==> src/rtl/writeback_lru_cache_tag_model_assert.svh <==
// assertion macros shared by the cache tag model rtl
`ifndef WRITEBACK_LRU_CACHE_TAG_MODEL_ASSERT_SVH
`define WRITEBACK_LRU_CACHE_TAG_MODEL_ASSERT_SVH

// implication checked on every rising clock edge outside reset
`define WLC_ASSERT_IMP(label, clk, rst_n, ante, cons) \
    label: assert property (@(posedge clk) disable iff (!rst_n) (ante) |-> (cons)) \
        else $error("assertion failed");

// next-cycle implication checked outside reset
`define WLC_ASSERT_NEXT(label, clk, rst_n, ante, cons) \
    label: assert property (@(posedge clk) disable iff (!rst_n) (ante) |=> (cons)) \
        else $error("assertion failed");

`endif

==> src/rtl/wlc_ram.sv <==
// ---------------------------------------------------------------------------
// wlc_ram
// generic single write, single read ram with registered read data
// ---------------------------------------------------------------------------
`timescale 1ns / 1ps
`default_nettype none
module wlc_ram #(
    parameter int unsigned WIDTH = 8,
    parameter int unsigned DEPTH = 16
) (
    input  wire logic                     i_clk,
    input  wire logic                     i_we,
    input  wire logic [$clog2(DEPTH)-1:0] i_waddr,
    input  wire logic [WIDTH-1:0]         i_wdata,
    input  wire logic [$clog2(DEPTH)-1:0] i_raddr,
    output logic      [WIDTH-1:0]         o_rdata
);
    logic [WIDTH-1:0] r_mem [DEPTH];

    always_ff @(posedge i_clk) begin
        if (i_we) begin
            r_mem[i_waddr] <= i_wdata;
        end
        o_rdata <= r_mem[i_raddr];
    end
endmodule
`default_nettype wire

==> config.mk <==
export PLATFORM = sky130hd
export DESIGN_NAME = wlc_ram
export DESIGN_NICKNAME = d
export VERILOG_FILES = /design/src/rtl/writeback_lru_cache_tag_model_assert.svh /design/src/rtl/wlc_ram.sv
export SDC_FILE = /design/constraint.sdc
export NUM_CORES = 1
export LEC_CHECK = 0
export ABC_CLOCK_PERIOD_IN_PS = 2200
export BUFFER_PORTS_ARGS = -buffer_cell sky130_fd_sc_hd__buf_2
export CAP_MARGIN = 25
export CORE_ASPECT_RATIO = 1.1
export CORE_MARGIN = 2
export CORE_UTILIZATION = 60
export DETAILED_ROUTE_END_ITERATION = 7
export HOLD_SLACK_MARGIN = 0.1
export PLACE_DENSITY = 0.78
export SYNTH_ARGS = -nofsm -noshare
export SYNTH_HDL_FRONTEND = slang
export SYNTH_SLANG_ARGS = --single-unit
==> constraint.sdc <==
create_clock -name i_clk -period 2.2 [get_ports i_clk]
set_input_delay 0.55 -clock i_clk [delete_from_list [all_inputs] [get_ports i_clk]]
set_output_delay 0.55 -clock i_clk [all_outputs]
set_load 0.01 [all_outputs]
==> results of run 1 <==
## power by group through the flow
stage	Clock [mW]	Combinational, mW	Sequential, mW
after floorplan	0	0.147	2.97
after global placement	0	0.268	2.96
after detailed placement	0	0.281	2.97
after CTS	2.66	0.285	2.92
after global routing	2.78	0.302	2.92
final	2.64	0.281	2.91
## path summary, 6_finish.rpt
path | from | to | slack [ps]
max | o_rdata[7]$_DFF_P_ | o_rdata[7] | 640
min | i_wdata[0] | r_mem[7][0]$_DFFE_PP_ | 410
max reg2reg | r_mem[1][1]$_DFFE_PP_ | o_rdata[1]$_DFF_P_ | 790
min reg2reg | r_mem[13][3]$_DFFE_PP_ | o_rdata[3]$_DFF_P_ | 680
## kinds of logic after synthesis
group | synth area share
AO/OA/AOI/OAI | 0.0233
buffers and inverters | 0.0168
flip-flops | 0.778
multiplexers | 0.150
AND/OR/NAND/NOR | 0.0318
## layout make-up
class	count	area share
clock inverters	13	0.0211
multi-input cells	83	0.173
clock buffers	19	0.0707
well taps	111	0.0227
repair buffers	51	0.0566
flip-flops and latches	136	0.656
## per-layer routing
metal  track usage  share of wire
met5             0              0
met1         0.289           0.38
met3        0.0580          0.062
met4        0.0987          0.016
met2         0.391           0.54
## sequential cells by signal (all words and copies together) (netlist names)
register and cells:
r_mem 128, o_rdata 8
## per-stage QoR
stage          cells  worst slack (ps)  instance area (um^2)  utilization  total power [mW]
2_1_floorplan    229               157                  5150            -              3.12
3_3_place_gp     381               268                  5550        0.663              3.23
3_5_place_dp     381               173                  5550        0.663              3.25
4_1_cts          413               602                  6110        0.730              5.86
5_1_grt          413               595                  6110        0.730              6.00
6_report         413               643                  6110        0.730              5.83
## synth_stat cells
cell / n / area [um^2]
a22oi_1: 16 / 120
and2_1: 1 / 6.26
and2b_1: 1 / 7.51
buf_2: 3 / 15.0
buf_4: 1 / 7.51
buf_6: 3 / 33.8
clkdlybuf4s25_2: 3 / 30.0
dfxtp_1: 8 / 160
edfxtp_1: 128 / 3840
mux4_1: 14 / 368
mux4_2: 18 / 405
nand2_1: 9 / 33.8
nand2b_1: 2 / 12.5
nand3_1: 1 / 5.00
nand3b_1: 2 / 15.0
nor2_1: 13 / 48.8
nor2b_1: 1 / 6.26
nor3_1: 4 / 20.0
or3b_2: 1 / 8.76
==> flow_summary.json, run 1 <==
{
  "areaGrowthSynthToFinish_pct": 18.6,
  "hold_ws_ps": 411,
  "fillCellCount": 476,
  "worst_pin_slew_ps": 435,
  "clock-sinks": 136,
  "crit_buf_inv": 1,
  "critPathSlowestCell": "dfxtp_1",
  "clock_latency_ps": 520,
  "power.internal_mw": 4.65,
  "fin_nets": 307,
  "path_cells": "buf_2",
  "synth-seq-area-share": 0.778,
  "die_height_um": 101,
  "period_share": 0.708,
  "cp.arrival_ps": 1010,
  "clock_path_buffers": 2,
  "vias": 2543,
  "crit_fanout": 1,
  "hpwl_um": 6300,
  "postCtsSetupBuffers": 0,
  "drc": 0,
  "yosys_warnings": 0,
  "syn_inst": 229,
  "setup_violations": 0,
  "cts_tree": "yes",
  "die_area_um2": 9340,
  "overflow": 0,
  "min_path_type": "input pin to flip-flop",
  "place_congestion": 0.798,
  "grt_pass1_vias": 2539,
  "max_stage_delay_ps": 350,
  "grtUsageTotal": 0.231,
  "pin_count": 26,
  "ff_latch_area_um2": 4000,
  "ys_types": 19,
  "hold_violations": 0,
  "first_pass_iters": 6,
  "post_drt_wl_per_cell_um": 23.6,
  "htreeDepth": 4,
  "cts_resized": 0,
  "p_seq_frac": 0.500,
  "grt_max_degree": 19,
  "status": "finished, final reports clean",
  "p_leak_nw": 2.10,
  "core_area_um2": 8360,
  "path_clk_slew_ps": 60,
  "clock-root-buffer": "clkbuf_8",
  "cts_buffers": 17,
  "period_needed_ps": 1560,
  "p_clk_frac": 0.452,
  "p_per_area_nw_per_um2": 955,
  "fmax_mhz": 642,
  "critPathRequiredTime_ps": 1650,
  "finalSetupTns_ps": 0,
  "worst-r2r-cell-count": 3,
  "io_buffers": 25,
  "comb_power_share": 0.048,
  "antenna_cells": 0,
  "initial_core_util": 0.615,
  "hold_path_depth": 1,
  "layout_common_cells": "edfxtp_1 (128), buf_2 (25), buf_4 (24)",
  "ir_drop_uv": 666,
  "crit_cells": 1,
  "power_switching_mw": 1.19,
  "rsz0062_at_grt": "false",
  "critical_path.top_delay_family": "flip-flops",
  "ys_ff_latch": 136,
  "syn_nets": 247,
  "crit_path_start_kind": "flip-flop",
  "holdBufCountCts": 0,
  "postRouteAntennaNets": 0,
  "setup.worst_path.class": "flip-flop to output port",
  "critPathCaptureType": "output port",
  "syn_area_um2": 5150,
  "slew_headroom": 0.709,
  "final-max-slew-violation-count": 0,
  "drt_iter0_drc": 373,
  "avgSynthCellArea_um2": 22.5,
  "via_per_inst": 6.16,
  "fp.dieW_um": 92.3,
  "multi_input_area_um2": 1060,
  "final_common_cell": "edfxtp_1",
  "grt_pass1_wl_um": 14700,
  "rows": 35,
  "drive_above_1_share": 0.328,
  "swShare": 0.203,
  "antenna_found_initial": 0,
  "wl_um": 9730,
  "fin_worst_skew_ps": 7.54,
  "cap_violations": 0
}
Note: power is estimated with default switching activity, not from simulation.
==> run 2, diff against run 1 <==
- ABC_CLOCK_PERIOD_IN_PS: 2200 -> 1620
- clock period: 2.2 -> 1.62 ns (I/O delays scaled with it)
==> run 2 against run 1 <==
Net effect: core utilization rose by 0.25 points; flip-flop and latch count did not move; largest cell class unchanged; register-to-register slack got worse by 560 ps; largest power group unchanged; combinational power rose by 34%; highest routed layer unchanged; design area rose by 0.35%; power rose by 36%; first-iteration DRC count fell by 30%; hold slack got worse by 140 ps; sequential share of layout area fell by 0.23 points.
==> flow_summary.json, run 2 (same netlist as run 1, synthesis figures left out) <==
{
  "status": "finished, final reports clean",
  "postRouteAntennaNets": 0,
  "r2r-start": "r_mem[8][4]$_DFFE_PP_",
  "dp_slack_ps": -200,
  "hold_ws_ps": 276,
  "clock_path_buffers": 2,
  "min_path_type": "input pin to flip-flop",
  "grt_max_degree": 18,
  "cts_buffers": 17,
  "wl_um": 9080,
  "top_register": "r_mem",
  "first_pass_iters": 4,
  "fin_nets": 308,
  "path_cells": "buf_2",
  "p_leak_nw": 2.12,
  "slew_headroom": 0.503,
  "setup.worst_path.class": "flip-flop to output port",
  "crit_start": "o_rdata[7]$_DFF_P_",
  "fp.dieW_um": 92.3,
  "critPathRequiredTime_ps": 1210,
  "worst_pin_slew_ps": 744,
  "rows": 35,
  "power.total_mw": 7.92,
  "pin_count": 26,
  "largest_reg_flops": 128,
  "cts_resized": 0,
  "clock-root-buffer": "clkbuf_8",
  "fmax_mhz": 684,
  "dpl_cell_area_um2": 5560,
  "hpwl_um": 5940,
  "io_buffers": 25,
  "via_per_inst": 5.96,
  "drc": 0,
  "largest_registers": "r_mem (128), o_rdata (8)",
  "path_clk_slew_ps": 60,
  "period_needed_ps": 1460,
  "crit_buf_inv": 1,
  "crit_path_start_kind": "flip-flop",
  "clock-sinks": 136,
  "holdBufCountCts": 0,
  "postCtsSetupBuffers": 0,
  "antenna_cells": 0,
  "critical_path.top_delay_family": "flip-flops",
  "cts_tree": "yes",
  "grt_pass1_wl_um": 13900,
  "place_congestion": 0.715,
  "crit_fanout": 1,
  "layout_common_cells": "edfxtp_1 (128), buf_2 (25), buf_4 (25)",
  "critPathCaptureType": "output port",
  "clock_latency_ps": 510,
  "hold_violations": 0,
  "max_stage_delay_ps": 390,
  "rsz0062_at_grt": "false",
  "overflow": 0,
  "grtUsageTotal": 0.216,
  "grt_pass1_vias": 2485,
  "vias": 2463,
  "antenna_found_initial": 0,
  "areaGrowthSynthToFinish_pct": 19.0,
  "final-max-slew-violation-count": 0,
  "critPathSlowestCell": "dfxtp_1",
  "fin_area_um2": 6130,
  "ir_drop_uv": 1030,
  "cap_violations": 0,
  "htreeDepth": 4,
  "drive_above_1_share": 0.341,
  "period_share": 0.902,
  "fin_worst_skew_ps": 7.60,
  "die_height_um": 101,
  "cp.arrival_ps": 1060,
  "final_util": 0.733,
  "die_area_um2": 9340,
  "setup_violations": 0,
  "final_common_cell": "edfxtp_1",
  "drt_iter0_drc": 261,
  "initial_core_util": 0.615,
  "p_per_area_nw_per_um2": 1290,
  "post_drt_wl_per_cell_um": 22.0,
  "setup_slack_ps": 159,
  "min_from": "i_wdata[5]",
  "core_area_um2": 8360
}
## run 2: changes by cell type in the layout (fill, tap and decap cells not counted)
cell and delta:
clkinv_2 +1, clkinv_1 -2, clkbuf_1 -1, inv_6 -1, clkbuf_8 +1, nor3_2 +1, clkinvlp_4 -1, clkinv_4 +2
buf_4 +1, nor3_1 -1
## run 2: worst paths after layout
path	to	slack [ps]	cells past startpoint
setup / recovery	o_rdata[7]	160	1
hold / removal	r_mem[11][5]$_DFFE_PP_	280	1
setup reg to reg	o_rdata[4]$_DFF_P_	230	3
hold reg to reg	o_rdata[6]$_DFF_P_	690	3
## run 2: cell type report
cell class                      count  area, um^2
Timing Repair Buffer               52         353
Clock inverter                     12         128
Clock buffer                       19         442
Tap cell                          111         139
Fill cell                         478        2240
Sequential cell                   136        4000
Multi-Input combinational cell     83        1060
## run 2: power breakdown
part / switching (mW) / total, mW / internal (mW)
Combinational: 0.208 / 0.377 / 0.168
Clock: 1.33 / 3.58 / 2.25
Sequential: 0.0260 / 3.96 / 3.94
Total: 1.56 / 7.92 / 6.35
## run 2: through the flow
stage | std cells | setup TNS (ps)
after global placement | 382 | -1180
after detailed placement | 382 | -2840
after global routing | 413 | 0
final | 413 | 0
after CTS | 413 | 0
after floorplan | 229 | -1500
## run 2: worst register-to-register path, stage by stage, from the launching register on
cell and delay, ps:
edfxtp_1 370, mux4_1 490, a22oi_1 300, nand2_1 100
## run 2: per-layer routing
layer / part of all wire / global-route usage / vias up
li1: - / - / 1094
met1: 0.41 / 0.272 / 1260
met2: 0.51 / 0.354 / 96
met3: 0.062 / 0.0662 / 13
met4: 0.015 / 0.0976 / 0
met5: 0 / 0 / -
